[src/psd_pkg.sv]
`timescale 1ns / 1ps
`default_nettype none
// ----------------------------------------------------------------------------
// psd_pkg: shared types, constants and microcode for the step detector
// Register map, control word layout, datapath operations and the program ROM.
// ----------------------------------------------------------------------------
package psd_pkg;

   localparam int FRAC_BITS_DEF = 16;

   localparam int PC_W  = 5;
   localparam int CNT_W = 4;
   // 16 passes through a loop step: counter loaded with 15, loops until zero
   localparam logic [CNT_W-1:0] LOOP_LAST = 4'd15;

   localparam logic [15:0] CADENCE_NUM = 16'd60000;
   localparam logic [15:0] MAG_ONE_G   = 16'd4096;
   localparam logic [31:0] SQRT_TOP    = 32'h4000_0000;

   localparam int REQ_DATA_W = 80;
   localparam int RSP_DATA_W = 48;
   localparam int CSR_ADDR_W = 3;
   localparam int CSR_DATA_W = 16;

   typedef enum logic [CSR_ADDR_W-1:0] {
      CSR_STEP_THR  = 3'd0,
      CSR_REL_THR   = 3'd1,
      CSR_MIN_INT   = 3'd2,
      CSR_IDLE_TO   = 3'd3,
      CSR_RHY_WIN   = 3'd4,
      CSR_WARMUP    = 3'd5,
      CSR_RUN_CAD   = 3'd6,
      CSR_FILT_COEF = 3'd7
   } csr_idx_type;

   typedef enum logic [1:0] {
      MOTION_STATIONARY = 2'd0,
      MOTION_ACTIVE     = 2'd1,
      MOTION_WALKING    = 2'd2,
      MOTION_RUNNING    = 2'd3
   } motion_type;

   typedef enum logic [4:0] {
      OP_NOP     = 5'd0,
      OP_MULX    = 5'd1,
      OP_MULY    = 5'd2,
      OP_MULZ    = 5'd3,
      OP_SQINIT  = 5'd4,
      OP_SQSTEP  = 5'd5,
      OP_DIFF    = 5'd6,
      OP_PLO     = 5'd7,
      OP_PHI     = 5'd8,
      OP_DELTA   = 5'd9,
      OP_GRAV    = 5'd10,
      OP_FLAGS   = 5'd11,
      OP_STEP    = 5'd12,
      OP_RUN     = 5'd13,
      OP_DIVSTEP = 5'd14,
      OP_CAD     = 5'd15,
      OP_NORHY   = 5'd16,
      OP_NOSTEP  = 5'd17,
      OP_OUT     = 5'd18,
      OP_CLR     = 5'd19
   } op_type;

   typedef enum logic [2:0] {
      C_NEXT    = 3'd0,
      C_ALWAYS  = 3'd1,
      C_NOGO    = 3'd2,
      C_FUNC    = 3'd3,
      C_LOOP    = 3'd4,
      C_NOSTEP  = 3'd5,
      C_NORHY   = 3'd6,
      C_OUTBUSY = 3'd7
   } cond_type;

   typedef struct packed {
      op_type          op;
      cond_type        cond;
      logic [PC_W-1:0] target;
      logic            ld_cnt;
   } ctl_type;

   typedef struct packed {
      logic go;
      logic func;
      logic step_hit;
      logic rhythmic;
      logic out_busy;
   } stat_type;

   typedef struct packed {
      logic func;
      logic step_hit;
      logic rhythmic;
   } dflag_type;

   typedef struct packed {
      logic [15:0] step_thr;
      logic [15:0] rel_thr;
      logic [15:0] min_int;
      logic [15:0] idle_to;
      logic [15:0] rhy_win;
      logic [7:0]  warmup;
      logic [7:0]  run_cad;
      logic [15:0] coef;
   } cfg_type;

   localparam cfg_type CFG_RESET = '{
      step_thr: 16'd1147, rel_thr: 16'd614, min_int: 16'd300, idle_to: 16'd2000,
      rhy_win: 16'd1500, warmup: 8'd2, run_cad: 8'd145, coef: 16'd5243};

   // total in the low bits, step_seen on top
   typedef struct packed {
      logic        step_seen;
      motion_type  motion;
      logic [7:0]  cadence;
      logic [31:0] total;
   } rsp_type;

   // program labels
   localparam logic [PC_W-1:0] L_WAIT    = 5'd0;
   localparam logic [PC_W-1:0] L_SQLOOP  = 5'd5;
   localparam logic [PC_W-1:0] L_DIVLOOP = 5'd16;
   localparam logic [PC_W-1:0] L_NORHY   = 5'd18;
   localparam logic [PC_W-1:0] L_NOSTEP  = 5'd19;
   localparam logic [PC_W-1:0] L_OUT     = 5'd20;
   localparam logic [PC_W-1:0] L_CLR     = 5'd22;

   // microcode ROM: condition true -> target, else next address
   function automatic ctl_type ucode(input logic [PC_W-1:0] pc);
      ctl_type w;
      w = '{OP_NOP, C_ALWAYS, L_WAIT, 1'b0};
      case (pc)
         5'd0:  w = '{OP_NOP,     C_NOGO,    L_WAIT,    1'b0};
         5'd1:  w = '{OP_MULX,    C_FUNC,    L_CLR,     1'b0};
         5'd2:  w = '{OP_MULY,    C_NEXT,    L_WAIT,    1'b0};
         5'd3:  w = '{OP_MULZ,    C_NEXT,    L_WAIT,    1'b0};
         5'd4:  w = '{OP_SQINIT,  C_NEXT,    L_WAIT,    1'b1};
         5'd5:  w = '{OP_SQSTEP,  C_LOOP,    L_SQLOOP,  1'b0};
         5'd6:  w = '{OP_DIFF,    C_NEXT,    L_WAIT,    1'b0};
         5'd7:  w = '{OP_PLO,     C_NEXT,    L_WAIT,    1'b0};
         5'd8:  w = '{OP_PHI,     C_NEXT,    L_WAIT,    1'b0};
         5'd9:  w = '{OP_DELTA,   C_NEXT,    L_WAIT,    1'b0};
         5'd10: w = '{OP_GRAV,    C_NEXT,    L_WAIT,    1'b0};
         5'd11: w = '{OP_DIFF,    C_NEXT,    L_WAIT,    1'b0};
         5'd12: w = '{OP_FLAGS,   C_NEXT,    L_WAIT,    1'b0};
         5'd13: w = '{OP_NOP,     C_NOSTEP,  L_NOSTEP,  1'b0};
         5'd14: w = '{OP_STEP,    C_NORHY,   L_NORHY,   1'b0};
         5'd15: w = '{OP_RUN,     C_NEXT,    L_WAIT,    1'b1};
         5'd16: w = '{OP_DIVSTEP, C_LOOP,    L_DIVLOOP, 1'b0};
         5'd17: w = '{OP_CAD,     C_ALWAYS,  L_OUT,     1'b0};
         5'd18: w = '{OP_NORHY,   C_ALWAYS,  L_OUT,     1'b0};
         5'd19: w = '{OP_NOSTEP,  C_NEXT,    L_WAIT,    1'b0};
         5'd20: w = '{OP_OUT,     C_OUTBUSY, L_OUT,     1'b0};
         5'd21: w = '{OP_NOP,     C_ALWAYS,  L_WAIT,    1'b0};
         5'd22: w = '{OP_CLR,     C_ALWAYS,  L_OUT,     1'b0};
         default: w = '{OP_NOP,   C_ALWAYS,  L_WAIT,    1'b0};
      endcase
      return w;
   endfunction

endpackage
`default_nettype wire

[src/pedometer_step_detector.sv]
`timescale 1ns / 1ps
`default_nettype none
// ----------------------------------------------------------------------------
// pedometer_step_detector: accelerometer step counter, top level
// Microcoded sequencer driving a shared datapath; one result word per sample.
// ----------------------------------------------------------------------------
// Usage:
//  - req_ channel takes one word per sample: tuser selects a normal sample (0)
//    or a clear of all step state (1); tdata holds x, y, z and the ms time.
//  - rsp_ channel returns one word per request: step total, cadence, motion
//    class and the step flag.
//  - csr_ port writes a tuning register; write only while idle.
//  - Only a rhythmic step runs the divide loop; a sample without one skips
//    it, and a clear skips the whole sample path. A new word is taken only
//    after the result is registered and the sequencer is back in wait.
//  - The microprogram holds two 16-pass loops: the bit-pair square root and
//    the restoring divide for 60000 / interval.
//  - req_tready is high only while the sequencer sits in its wait step.
//  - A stalled receiver holds the result register; the sequencer waits in
//    its output step until the register frees up, then returns to wait.
//  - Reset loads register defaults, gravity to 1 g and clears step state.
// ----------------------------------------------------------------------------
module pedometer_step_detector #(
   parameter int FILTER_FRAC_BITS = psd_pkg::FRAC_BITS_DEF
) (
   input  wire logic                             clock,
   input  wire logic                             reset,
   // request channel
   input  wire logic                             req_tvalid,
   output logic                                  req_tready,
   // tdata: accel_x[15:0], accel_y[31:16], accel_z[47:32], time_ms[79:48]
   input  wire logic [psd_pkg::REQ_DATA_W-1:0]   req_tdata,
   // tuser: func[0]
   input  wire logic                             req_tuser,
   // response channel
   output logic                                  rsp_tvalid,
   input  wire logic                             rsp_tready,
   // tdata: total_steps[31:0], cadence[39:32], motion_class[41:40],
   //        step_seen[42], zero[47:43]
   output logic [psd_pkg::RSP_DATA_W-1:0]        rsp_tdata,
   // register write port
   input  wire logic                             csr_we,
   input  wire logic [psd_pkg::CSR_ADDR_W-1:0]   csr_addr,
   input  wire logic [psd_pkg::CSR_DATA_W-1:0]   csr_wdata
);

   localparam int RSP_PAD = psd_pkg::RSP_DATA_W - $bits(psd_pkg::rsp_type);

   psd_pkg::cfg_type   cfg_ff, cfg_in;
   psd_pkg::ctl_type   ctl;
   psd_pkg::stat_type  stat;
   psd_pkg::dflag_type dflags;
   psd_pkg::rsp_type   dp_rsp;
   psd_pkg::rsp_type   rsp_q_ff;
   logic               rsp_tvalid_ff, rsp_tvalid_in;
   logic               seq_idle;
   logic               accept;
   logic               out_busy;
   logic               out_load;

   // ---- tuning registers ----
   always_comb begin
      cfg_in = cfg_ff;
      if (csr_we) begin
         case (psd_pkg::csr_idx_type'(csr_addr))
            psd_pkg::CSR_STEP_THR:  cfg_in.step_thr = csr_wdata;
            psd_pkg::CSR_REL_THR:   cfg_in.rel_thr  = csr_wdata;
            psd_pkg::CSR_MIN_INT:   cfg_in.min_int  = csr_wdata;
            psd_pkg::CSR_IDLE_TO:   cfg_in.idle_to  = csr_wdata;
            psd_pkg::CSR_RHY_WIN:   cfg_in.rhy_win  = csr_wdata;
            psd_pkg::CSR_WARMUP:    cfg_in.warmup   = csr_wdata[7:0];
            psd_pkg::CSR_RUN_CAD:   cfg_in.run_cad  = csr_wdata[7:0];
            psd_pkg::CSR_FILT_COEF: cfg_in.coef     = csr_wdata;
            default: ;
         endcase
      end
   end

   always_ff @(posedge clock) begin
      if (reset) begin
         cfg_ff <= psd_pkg::CFG_RESET;
      end else begin
         cfg_ff <= cfg_in;
      end
   end

   // ---- handshake ----
   assign req_tready = seq_idle;
   assign accept     = req_tvalid && req_tready;
   assign out_busy   = rsp_tvalid_ff && !rsp_tready;
   assign out_load   = (ctl.op == psd_pkg::OP_OUT) && !out_busy;

   always_comb begin
      stat.go       = accept;
      stat.func     = dflags.func;
      stat.step_hit = dflags.step_hit;
      stat.rhythmic = dflags.rhythmic;
      stat.out_busy = out_busy;
   end

   // ---- sequencer and datapath ----
   psd_useq u_useq (
      .clock (clock),
      .reset (reset),
      .stat  (stat),
      .ctl   (ctl),
      .idle  (seq_idle)
   );

   psd_dpath #(
      .FRAC_BITS (FILTER_FRAC_BITS)
   ) u_dpath (
      .clock   (clock),
      .reset   (reset),
      .load    (accept),
      .in_func (req_tuser),
      .in_x    ($signed(req_tdata[15:0])),
      .in_y    ($signed(req_tdata[31:16])),
      .in_z    ($signed(req_tdata[47:32])),
      .in_time (req_tdata[79:48]),
      .cfg     (cfg_ff),
      .op      (ctl.op),
      .flags   (dflags),
      .rsp     (dp_rsp)
   );

   // ---- result register ----
   always_comb begin
      rsp_tvalid_in = rsp_tvalid_ff;
      if (out_load) begin
         rsp_tvalid_in = 1'b1;
      end else if (rsp_tready) begin
         rsp_tvalid_in = 1'b0;
      end
   end

   always_ff @(posedge clock) begin
      if (reset) begin
         rsp_tvalid_ff <= 1'b0;
      end else begin
         rsp_tvalid_ff <= rsp_tvalid_in;
      end
   end

   always_ff @(posedge clock) begin
      if (out_load) begin
         rsp_q_ff <= dp_rsp;
      end
   end

   assign rsp_tvalid = rsp_tvalid_ff;
   assign rsp_tdata  = {{RSP_PAD{1'b0}}, rsp_q_ff};

`ifndef ASSERT_OFF
   // one word in flight: an accepted word takes the sequencer out of wait
   a_one_in_flight: assert property (@(posedge clock) disable iff (reset)
      (req_tvalid && req_tready) |=> !req_tready)
      else $error("request accepted while a word is in flight");

   // a nonzero cadence only comes with walking or running
   a_cad_motion: assert property (@(posedge clock) disable iff (reset)
      (rsp_tvalid && rsp_q_ff.cadence != 8'd0) |->
      (rsp_q_ff.motion == psd_pkg::MOTION_WALKING ||
       rsp_q_ff.motion == psd_pkg::MOTION_RUNNING))
      else $error("cadence set without walking or running");

   // the output step loads the register and raises valid
   a_out_load: assert property (@(posedge clock) disable iff (reset)
      out_load |=> rsp_tvalid)
      else $error("result loaded without valid");
`endif

endmodule
`default_nettype wire

[src/psd_useq.sv]
`timescale 1ns / 1ps
`default_nettype none
// ----------------------------------------------------------------------------
// psd_useq: microcode sequencer
// Program counter, loop counter and conditional jumps over the control ROM.
// ----------------------------------------------------------------------------
module psd_useq (
   input  wire logic               clock,
   input  wire logic               reset,
   input  wire psd_pkg::stat_type  stat,
   output psd_pkg::ctl_type        ctl,
   output logic                    idle
);

   logic [psd_pkg::PC_W-1:0]  pc_ff, pc_in;
   logic [psd_pkg::CNT_W-1:0] cnt_ff, cnt_in;
   logic                      take;

   always_comb begin
      ctl = psd_pkg::ucode(pc_ff);
   end

   always_comb begin
      case (ctl.cond)
         psd_pkg::C_NEXT:    take = 1'b0;
         psd_pkg::C_ALWAYS:  take = 1'b1;
         psd_pkg::C_NOGO:    take = !stat.go;
         psd_pkg::C_FUNC:    take = stat.func;
         psd_pkg::C_LOOP:    take = (cnt_ff != '0);
         psd_pkg::C_NOSTEP:  take = !stat.step_hit;
         psd_pkg::C_NORHY:   take = !stat.rhythmic;
         psd_pkg::C_OUTBUSY: take = stat.out_busy;
         default:            take = 1'b0;
      endcase
      pc_in  = take ? ctl.target : pc_ff + 1'b1;
      cnt_in = cnt_ff;
      if (ctl.ld_cnt) begin
         cnt_in = psd_pkg::LOOP_LAST;
      end else if (ctl.cond == psd_pkg::C_LOOP && cnt_ff != '0) begin
         cnt_in = cnt_ff - 1'b1;
      end
   end

   always_ff @(posedge clock) begin
      if (reset) begin
         pc_ff  <= psd_pkg::L_WAIT;
         cnt_ff <= '0;
      end else begin
         pc_ff  <= pc_in;
         cnt_ff <= cnt_in;
      end
   end

   assign idle = (pc_ff == psd_pkg::L_WAIT);

endmodule
`default_nettype wire

[src/psd_dpath.sv]
`timescale 1ns / 1ps
`default_nettype none
// ----------------------------------------------------------------------------
// psd_dpath: step detector datapath
// Squares, bit-pair square root, gravity filter, step decision, cadence divide.
// ----------------------------------------------------------------------------
module psd_dpath #(
   parameter int FRAC_BITS = psd_pkg::FRAC_BITS_DEF
) (
   input  wire logic               clock,
   input  wire logic               reset,
   input  wire logic               load,
   input  wire logic               in_func,
   input  wire logic signed [15:0] in_x,
   input  wire logic signed [15:0] in_y,
   input  wire logic signed [15:0] in_z,
   input  wire logic [31:0]        in_time,
   input  wire psd_pkg::cfg_type   cfg,
   input  wire psd_pkg::op_type    op,
   output psd_pkg::dflag_type      flags,
   output psd_pkg::rsp_type        rsp
);

   localparam logic [31:0] GRAV_RESET = 32'(psd_pkg::MAG_ONE_G) << FRAC_BITS;

   // captured word
   logic               func_ff;
   logic signed [15:0] ax_ff, ay_ff, az_ff;
   logic [31:0]        now_ff;

   // scratch
   logic [30:0]        mreg_ff, mreg_in;
   logic [31:0]        sum_ff, sum_in;
   logic [31:0]        sqv_ff, sqv_in;
   logic [31:0]        res_ff, res_in;
   logic [31:0]        sqbit_ff, sqbit_in;
   logic signed [32:0] diff_ff, diff_in;
   logic [32:0]        plo_ff, plo_in;
   logic signed [32:0] phi_ff, phi_in;
   logic [31:0]        delta_ff, delta_in;
   logic [31:0]        dt_ff, dt_in;
   logic               hit_ff, hit_in;
   logic               rhy_ff, rhy_in;
   logic               idle_ff, idle_in;
   logic               below_ff, below_in;
   logic               absbel_ff, absbel_in;
   logic [15:0]        dvd_ff, dvd_in;
   logic [15:0]        rem_ff, rem_in;
   logic [15:0]        quo_ff, quo_in;

   // architectural state
   logic [31:0]         grav_ff, grav_in;
   logic [31:0]         total_ff, total_in;
   logic [31:0]         last_ff, last_in;
   logic                has_ff, has_in;
   logic                armed_ff, armed_in;
   logic [7:0]          run_ff, run_in;
   logic [7:0]          cad_ff, cad_in;
   psd_pkg::motion_type motion_ff, motion_in;
   logic                seen_ff, seen_in;

   // helpers
   logic signed [15:0] mop;
   logic signed [31:0] sq;
   logic [31:0]        magq, thrq, relq, sq_t;
   logic signed [32:0] diff_calc;
   logic signed [16:0] coef_s;
   logic signed [15:0] dh_s;
   logic [49:0]        prod;
   logic signed [33:0] dyn34, thr34, rel34, nrel34;
   logic [16:0]        rem_sh;
   logic               rem_ge;
   logic [7:0]         run_inc, q8, cad_new;

   always_comb begin
      case (op)
         psd_pkg::OP_MULX: mop = ax_ff;
         psd_pkg::OP_MULY: mop = ay_ff;
         default:          mop = az_ff;
      endcase
      sq        = mop * mop;
      magq      = 32'(res_ff[15:0]) << FRAC_BITS;
      thrq      = 32'(cfg.step_thr) << FRAC_BITS;
      relq      = 32'(cfg.rel_thr) << FRAC_BITS;
      diff_calc = $signed({1'b0, magq}) - $signed({1'b0, grav_ff});
      sq_t      = res_ff + sqbit_ff;
      coef_s    = $signed({1'b0, cfg.coef});
      dh_s      = $signed(diff_ff[32:17]);
      prod      = {phi_ff, 17'b0} + {17'b0, plo_ff};
      dyn34     = {diff_ff[32], diff_ff};
      thr34     = $signed({2'b0, thrq});
      rel34     = $signed({2'b0, relq});
      nrel34    = -rel34;
      rem_sh    = {rem_ff, dvd_ff[15]};
      rem_ge    = (32'(rem_sh) >= dt_ff);
      run_inc   = (run_ff == 8'hFF) ? 8'hFF : run_ff + 8'd1;
      q8        = (quo_ff[15:8] != 8'd0) ? 8'hFF : quo_ff[7:0];
      cad_new   = (dt_ff == 32'd0) ? 8'd0 : q8;
   end

   always_comb begin
      mreg_in   = mreg_ff;
      sum_in    = sum_ff;
      sqv_in    = sqv_ff;
      res_in    = res_ff;
      sqbit_in  = sqbit_ff;
      diff_in   = diff_ff;
      plo_in    = plo_ff;
      phi_in    = phi_ff;
      delta_in  = delta_ff;
      dt_in     = dt_ff;
      hit_in    = hit_ff;
      rhy_in    = rhy_ff;
      idle_in   = idle_ff;
      below_in  = below_ff;
      absbel_in = absbel_ff;
      dvd_in    = dvd_ff;
      rem_in    = rem_ff;
      quo_in    = quo_ff;
      grav_in   = grav_ff;
      total_in  = total_ff;
      last_in   = last_ff;
      has_in    = has_ff;
      armed_in  = armed_ff;
      run_in    = run_ff;
      cad_in    = cad_ff;
      motion_in = motion_ff;
      seen_in   = seen_ff;
      case (op)
         psd_pkg::OP_MULX: begin
            mreg_in = sq[30:0];
            seen_in = 1'b0;
         end
         psd_pkg::OP_MULY: begin
            sum_in  = 32'(mreg_ff);
            mreg_in = sq[30:0];
         end
         psd_pkg::OP_MULZ: begin
            sum_in  = sum_ff + 32'(mreg_ff);
            mreg_in = sq[30:0];
         end
         psd_pkg::OP_SQINIT: begin
            sqv_in   = sum_ff + 32'(mreg_ff);
            res_in   = '0;
            sqbit_in = psd_pkg::SQRT_TOP;
         end
         psd_pkg::OP_SQSTEP: begin
            if (sqv_ff >= sq_t) begin
               sqv_in = sqv_ff - sq_t;
               res_in = (res_ff >> 1) + sqbit_ff;
            end else begin
               res_in = res_ff >> 1;
            end
            sqbit_in = sqbit_ff >> 2;
         end
         psd_pkg::OP_DIFF: diff_in = diff_calc;
         // coef * diff split at bit 17: low part unsigned, high part signed
         psd_pkg::OP_PLO:  plo_in = 33'(cfg.coef) * 33'(diff_ff[16:0]);
         psd_pkg::OP_PHI:  phi_in = coef_s * dh_s;
         // floor(prod / 2^16), kept modulo 2^32
         psd_pkg::OP_DELTA: delta_in = prod[47:16];
         psd_pkg::OP_GRAV: begin
            grav_in = grav_ff + delta_ff;
            dt_in   = now_ff - last_ff;
         end
         psd_pkg::OP_FLAGS: begin
            idle_in   = !has_ff || (dt_ff > 32'(cfg.idle_to));
            hit_in    = armed_ff && (dyn34 > thr34)
                        && (!has_ff || dt_ff >= 32'(cfg.min_int));
            rhy_in    = has_ff && (dt_ff <= 32'(cfg.rhy_win));
            below_in  = (dyn34 < rel34);
            absbel_in = (dyn34 < rel34) && (dyn34 > nrel34);
         end
         psd_pkg::OP_STEP: begin
            last_in  = now_ff;
            has_in   = 1'b1;
            armed_in = 1'b0;
            seen_in  = 1'b1;
         end
         psd_pkg::OP_RUN: begin
            run_in = run_inc;
            if (run_ff < cfg.warmup && run_inc == cfg.warmup) begin
               total_in = total_ff + 32'(cfg.warmup);
            end else if (run_ff >= cfg.warmup) begin
               total_in = total_ff + 32'd1;
            end
            dvd_in = psd_pkg::CADENCE_NUM;
            rem_in = '0;
            quo_in = '0;
         end
         psd_pkg::OP_DIVSTEP: begin
            if (rem_ge) begin
               rem_in = 16'(rem_sh - dt_ff[16:0]);
               quo_in = {quo_ff[14:0], 1'b1};
            end else begin
               rem_in = rem_sh[15:0];
               quo_in = {quo_ff[14:0], 1'b0};
            end
            dvd_in = dvd_ff << 1;
         end
         psd_pkg::OP_CAD: begin
            cad_in    = cad_new;
            motion_in = (cad_new >= cfg.run_cad) ? psd_pkg::MOTION_RUNNING
                                                 : psd_pkg::MOTION_WALKING;
         end
         psd_pkg::OP_NORHY: begin
            run_in    = 8'd1;
            cad_in    = 8'd0;
            motion_in = psd_pkg::MOTION_ACTIVE;
         end
         psd_pkg::OP_NOSTEP: begin
            if (!armed_ff && (below_ff || idle_ff)) begin
               armed_in = 1'b1;
            end
            if (idle_ff) begin
               run_in    = 8'd0;
               cad_in    = 8'd0;
               motion_in = absbel_ff ? psd_pkg::MOTION_STATIONARY
                                     : psd_pkg::MOTION_ACTIVE;
            end
         end
         psd_pkg::OP_CLR: begin
            grav_in   = GRAV_RESET;
            total_in  = '0;
            last_in   = '0;
            has_in    = 1'b0;
            armed_in  = 1'b1;
            run_in    = '0;
            cad_in    = '0;
            motion_in = psd_pkg::MOTION_STATIONARY;
            seen_in   = 1'b0;
         end
         default: ;
      endcase
   end

   always_ff @(posedge clock) begin
      if (reset) begin
         grav_ff   <= GRAV_RESET;
         total_ff  <= '0;
         last_ff   <= '0;
         has_ff    <= 1'b0;
         armed_ff  <= 1'b1;
         run_ff    <= '0;
         cad_ff    <= '0;
         motion_ff <= psd_pkg::MOTION_STATIONARY;
         seen_ff   <= 1'b0;
      end else begin
         grav_ff   <= grav_in;
         total_ff  <= total_in;
         last_ff   <= last_in;
         has_ff    <= has_in;
         armed_ff  <= armed_in;
         run_ff    <= run_in;
         cad_ff    <= cad_in;
         motion_ff <= motion_in;
         seen_ff   <= seen_in;
      end
   end

   always_ff @(posedge clock) begin
      if (load) begin
         func_ff <= in_func;
         ax_ff   <= in_x;
         ay_ff   <= in_y;
         az_ff   <= in_z;
         now_ff  <= in_time;
      end
      mreg_ff   <= mreg_in;
      sum_ff    <= sum_in;
      sqv_ff    <= sqv_in;
      res_ff    <= res_in;
      sqbit_ff  <= sqbit_in;
      diff_ff   <= diff_in;
      plo_ff    <= plo_in;
      phi_ff    <= phi_in;
      delta_ff  <= delta_in;
      dt_ff     <= dt_in;
      hit_ff    <= hit_in;
      rhy_ff    <= rhy_in;
      idle_ff   <= idle_in;
      below_ff  <= below_in;
      absbel_ff <= absbel_in;
      dvd_ff    <= dvd_in;
      rem_ff    <= rem_in;
      quo_ff    <= quo_in;
   end

   assign flags.func     = func_ff;
   assign flags.step_hit = hit_ff;
   assign flags.rhythmic = rhy_ff;

   assign rsp.step_seen = seen_ff;
   assign rsp.motion    = motion_ff;
   assign rsp.cadence   = cad_ff;
   assign rsp.total     = total_ff;

endmodule
`default_nettype wire

[config.mk]
export PLATFORM = sky130hd
export DESIGN_NAME = pedometer_step_detector
export DESIGN_NICKNAME = d
export VERILOG_FILES = /design/src/psd_pkg.sv /design/src/pedometer_step_detector.sv /design/src/psd_useq.sv /design/src/psd_dpath.sv
export SDC_FILE = /design/constraint.sdc
export NUM_CORES = 2
export LEC_CHECK = 0
export BUFFER_PORTS_ARGS = -buffer_cell sky130_fd_sc_hd__buf_2
export CAP_MARGIN = 15
export CORE_MARGIN = 4
export CORE_UTILIZATION = 65
export DETAILED_ROUTE_END_ITERATION = 8
export PLACE_DENSITY = 0.84
export SETUP_SLACK_MARGIN = 0.02
export SYNTH_ARGS = -nofsm -noshare
export SYNTH_HDL_FRONTEND = slang
export SYNTH_SLANG_ARGS = --single-unit
[constraint.sdc]
create_clock -name clock -period 8.7 [get_ports clock]
set_input_delay 1.305 -clock clock [delete_from_list [all_inputs] [get_ports clock]]
set_output_delay 1.305 -clock clock [all_outputs]
set_load 0.005 [all_outputs]
==> results.py <==
metrics = {
    "route": {
        "vias_per_cell": 5.967,
        "wl_mm": 159.2,
        "detail_route.drc_violations": 0,
        "via_count": 49100,
        "drt_pre_antenna_iters": 6,
        "drtIter0Drc": 3999,
        "detail-route-antenna-nets": 0,
        "wire_per_inst_um": 19.35,
    },
    "timing": {
        "hold_viol_final": 0,
        "hold-worst-slack_ps": 433.2,
        "finalWorstPathRequiredPeriod_ps": 8195,
        "grt_setup_unrepaired": "no",
        "period_share": 0.9419,
        "setup_viol": 0,
        "max_slew.worst_pin.slew_ps": 1288,
        "worst_clock_skew_ps": 40.77,
        "setup_total_negative_slack_ps": 0,
        "max_clock_freq_mhz": 122.0,
        "slew_headroom": 0.1383,
        "final-max-slew-violation-count": 0,
    },
    "setup_path": {
        "regToRegStartpoint": "u_useq.ctl[12]",
        "worst-endpoint-required_ps": 9090,
        "rrSetupSlack_ps": 510,
        "setup.worst_path.end_class": "register",
        "cp.arrival_ps": 8580,
        "critical_path_peak_fanout": 16,
        "worst_setup_path_start_kind": "register",
        "timing.setup.critical_path_class": "register to register",
        "regToRegEndpoint": "u_dpath.mreg_ff[24]",
        "ff2ff_path_depth": 27,
    },
    "place": {
        "gpl.final_weighted_congestion": 0.9734,
        "dp_hpwl_mm": 120.3,
        "port_buffers": 149,
    },
    "synth": {
        "synth_flop_cell": "sky130_fd_sc_hd__edfxtp_1",
        "netlist.top_cell.by_area": "sky130_fd_sc_hd__edfxtp_1",
        "syn_inst": 6789,
        "ys_seq_elements": 711,
        "synth_enable_flop_cells": 459,
        "post_synth_main_area_contributors": "sky130_fd_sc_hd__edfxtp_1 (21%), sky130_fd_sc_hd__fa_1 (20%), sky130_fd_sc_hd__ha_1 (12%)",
        "synthesis_warning_total": 0,
        "asyncSetResetFlopFracSynth": 0,
        "synthDistinctLibCells": 95,
        "synth.cell_area_sq_mm": 0.06470,
        "netlist.area_leader.share": 0.2130,
        "postSynthAreaPerCell_sq_um": 9.530,
        "synth_seq_area_share": 0.2910,
    },
    "layout": {
        "num-fill-cells": 7113,
        "ff_latch_area_sq_mm": 0.01883,
        "final_core_utilization": 0.7062,
        "layout_cell_share_with_drive_strength_beyond_1": 0.06728,
        "multi_input_comb_area_sq_mm": 0.04114,
        "syn2layout_area_growth_pct": 7.577,
        "nNetsFinal": 8252,
        "largest-register": "cfg_ff",
        "flip_flop_count_of_the_largest_register_after_layout": 112,
    },
    "min_path": {
        "hp-class": "register to register",
        "worstHoldEndpoint": "rsp_tdata[32]",
        "timing.hold.worst_path_depth": 0,
        "holdCritStartpoint": "u_dpath.cad_ff[0]",
    },
    "clock_tree": {
        "clk_pin_slew_worst_paths_ps": 60,
        "cts.root.buffer_cell": "sky130_fd_sc_hd__clkbuf_16",
        "ctsHoldBuffers": 0,
        "worstSkewPairLatency_ps": 680,
        "clock_sink_count": 711,
        "ctsLongestPathBuffers": 3,
        "cts_tree": "built",
        "cts_htree_levels": 3,
        "number_of_buffers_added_by_the_clock_tree_synthesis_step": 79,
    },
    "grt": {
        "first_global_vias": 50590,
        "antenna_found_initial": 2,
        "global_route.usage.total": 0.3080,
        "grt_pass1_wl_mm": 258.3,
        "pin_count_of_the_biggest_net_entering_global_routing": 69,
        "global_route.overflow_total": 0,
    },
    "floorplan": {
        "design.portCount": 155,
        "die_width_um": 323.5,
        "initial_standard_cell_utilization_of_the_core": 0.6564,
        "die_y_um": 323.5,
        "num_rows": 115,
        "core_area_sq_mm": 0.09856,
        "design.die.area_sq_mm": 0.1046,
    },
    "outcome": {
        "outcome": "complete, no violations",
    },
    "job": {
        "drv.max_cap_violation_count": 0,
    },
}
## synthesized netlist by cell type, types with 49 or more instances
cell type / n
sky130_fd_sc_hd__nor2_1: 381
sky130_fd_sc_hd__nand3_1: 95
sky130_fd_sc_hd__clkbuf_1: 198
sky130_fd_sc_hd__nor3_1: 69
sky130_fd_sc_hd__a21o_1: 149
sky130_fd_sc_hd__xor2_1: 121
sky130_fd_sc_hd__ha_1: 637
sky130_fd_sc_hd__a21oi_1: 350
sky130_fd_sc_hd__o21ai_0: 149
sky130_fd_sc_hd__and2_1: 231
sky130_fd_sc_hd__nand2b_1: 53
sky130_fd_sc_hd__and3_1: 49
sky130_fd_sc_hd__o21a_1: 61
sky130_fd_sc_hd__o21bai_1: 55
sky130_fd_sc_hd__edfxtp_1: 459
sky130_fd_sc_hd__dfxtp_1: 252
sky130_fd_sc_hd__xnor2_1: 232
sky130_fd_sc_hd__fa_1: 635
sky130_fd_sc_hd__o211ai_1: 52
sky130_fd_sc_hd__nand2_1: 869
sky130_fd_sc_hd__inv_1: 1043
## cell families after synthesis
group / synth area share
adders and majority gates: 0.3197
AOI/OAI and AO/OA: 0.1197
muxes: 0.007059
xor gates and xnor gates: 0.04779
DFF: 0.2910
other: 0.00005796
buffers and inverters: 0.07496
and+or+nand+nor: 0.1397
## critical path: stages (launching register included)
cell	delay [ps]
sky130_fd_sc_hd__dfxtp_1	360
sky130_fd_sc_hd__or3_1	530
sky130_fd_sc_hd__nor2_2	300
sky130_fd_sc_hd__nor2_4	160
sky130_fd_sc_hd__and2_1	210
sky130_fd_sc_hd__a221oi_1	210
sky130_fd_sc_hd__buf_4	220
sky130_fd_sc_hd__inv_1	200
sky130_fd_sc_hd__nand2_1	180
sky130_fd_sc_hd__inv_1	80
sky130_fd_sc_hd__fa_1	530
sky130_fd_sc_hd__inv_1	60
sky130_fd_sc_hd__fa_1	560
sky130_fd_sc_hd__fa_1	450
sky130_fd_sc_hd__fa_1	560
sky130_fd_sc_hd__inv_1	60
sky130_fd_sc_hd__fa_1	490
sky130_fd_sc_hd__fa_1	420
sky130_fd_sc_hd__ha_1	370
sky130_fd_sc_hd__and4_1	230
sky130_fd_sc_hd__a22o_1	200
sky130_fd_sc_hd__o31a_1	360
sky130_fd_sc_hd__a221o_1	340
sky130_fd_sc_hd__a21oi_1	270
sky130_fd_sc_hd__o21ai_0	120
sky130_fd_sc_hd__a21oi_1	140
sky130_fd_sc_hd__o21bai_1	90
sky130_fd_sc_hd__xor2_1	150
## cell type report
type                    count  share of cell area
diodes                      1          0.00003595
flip-flops and latches    711              0.2706
inverters                1052             0.05679
clock inverters            37            0.006490
repair buffers            229             0.01988
clock buffers             110             0.03198
multi-input cells        4802              0.5911
well taps                1287             0.02314
## per-stage QoR
stage,setup slack [ps],cells,cell area [sq um]
after CTS,210.4,8226,69560
after global routing,34.65,8228,69600
after floorplan,948.3,6793,64710
after detailed placement,-51.67,8079,66880
after global placement,111.9,8078,66850
final,505.4,8229,69600
## worst max-delay path by stage
stage / slack (ps) / to / from
4_1_cts: 210 / u_dpath.mreg_ff[29] / u_useq.ctl[12]
2_1_floorplan: 950 / u_dpath.mreg_ff[24] / u_useq.ctl[12]
3_5_place_dp: -50 / u_dpath.mreg_ff[29] / u_useq.ctl[9]
6_report: 510 / u_dpath.mreg_ff[24] / u_useq.ctl[12]
5_1_grt: 30 / u_dpath.mreg_ff[29] / u_useq.ctl[12]
3_3_place_gp: 110 / u_dpath.mreg_ff[29] / u_useq.ctl[9]
## metal layers
layer  vias to the layer above  global-route usage  wire length, um
met4                         2              0.1442             7560
met1                     23930              0.3957            62730
met2                      1984              0.5177            76260
met5                         -                   0               11
li1                      22720                   -                -
met3                       473             0.04661            12670
## placed cells by master, fill, tap and decap left out, types with 19 or more instances in the layout
| cell | Yosys | layout |
|---|---|---|
| sky130_fd_sc_hd__a22oi_1 | 30 | 30 |
| sky130_fd_sc_hd__o211ai_1 | 52 | 52 |
| sky130_fd_sc_hd__ha_1 | 637 | 637 |
| sky130_fd_sc_hd__o21ai_0 | 149 | 148 |
| sky130_fd_sc_hd__nand2_1 | 869 | 868 |
| sky130_fd_sc_hd__fa_1 | 635 | 635 |
| sky130_fd_sc_hd__xnor2_1 | 232 | 232 |
| sky130_fd_sc_hd__nand3_1 | 95 | 95 |
| sky130_fd_sc_hd__edfxtp_1 | 459 | 459 |
| sky130_fd_sc_hd__a22o_1 | 37 | 37 |
| sky130_fd_sc_hd__buf_2 | 7 | 148 |
| sky130_fd_sc_hd__inv_1 | 1043 | 1043 |
| sky130_fd_sc_hd__nor2b_1 | 43 | 43 |
| sky130_fd_sc_hd__nor2_1 | 381 | 370 |
| sky130_fd_sc_hd__buf_4 | 5 | 78 |
| sky130_fd_sc_hd__clkbuf_16 | 0 | 81 |
| sky130_fd_sc_hd__clkbuf_1 | 198 | 20 |
| sky130_fd_sc_hd__or2_2 | 19 | 19 |
| sky130_fd_sc_hd__a31oi_1 | 46 | 45 |
| sky130_fd_sc_hd__o21ai_1 | 22 | 22 |
| sky130_fd_sc_hd__o21bai_1 | 55 | 55 |
| sky130_fd_sc_hd__a21o_1 | 149 | 149 |
| sky130_fd_sc_hd__and3_1 | 49 | 48 |
| sky130_fd_sc_hd__or3_1 | 22 | 22 |
| sky130_fd_sc_hd__o21a_1 | 61 | 61 |
| sky130_fd_sc_hd__nor4_1 | 30 | 30 |
| sky130_fd_sc_hd__a211oi_1 | 38 | 38 |
| sky130_fd_sc_hd__nand4_1 | 48 | 48 |
| sky130_fd_sc_hd__mux2i_1 | 31 | 31 |
| sky130_fd_sc_hd__and2_1 | 231 | 230 |
| sky130_fd_sc_hd__dfxtp_1 | 252 | 250 |
| sky130_fd_sc_hd__xor2_1 | 121 | 121 |
| sky130_fd_sc_hd__a21oi_1 | 350 | 349 |
| sky130_fd_sc_hd__nand2b_1 | 53 | 53 |
| sky130_fd_sc_hd__a31o_2 | 29 | 29 |
| sky130_fd_sc_hd__nor3_1 | 69 | 65 |
## repair_timing
action,in CTS,in global routing
setup buffers,0,0
endpoints found under the setup margin,3,6
gates resized for setup,1,4
Power is left out: the tool's default activity adds up to more than one toggle a clock period on the data nets, which glitch-free logic cannot reach.
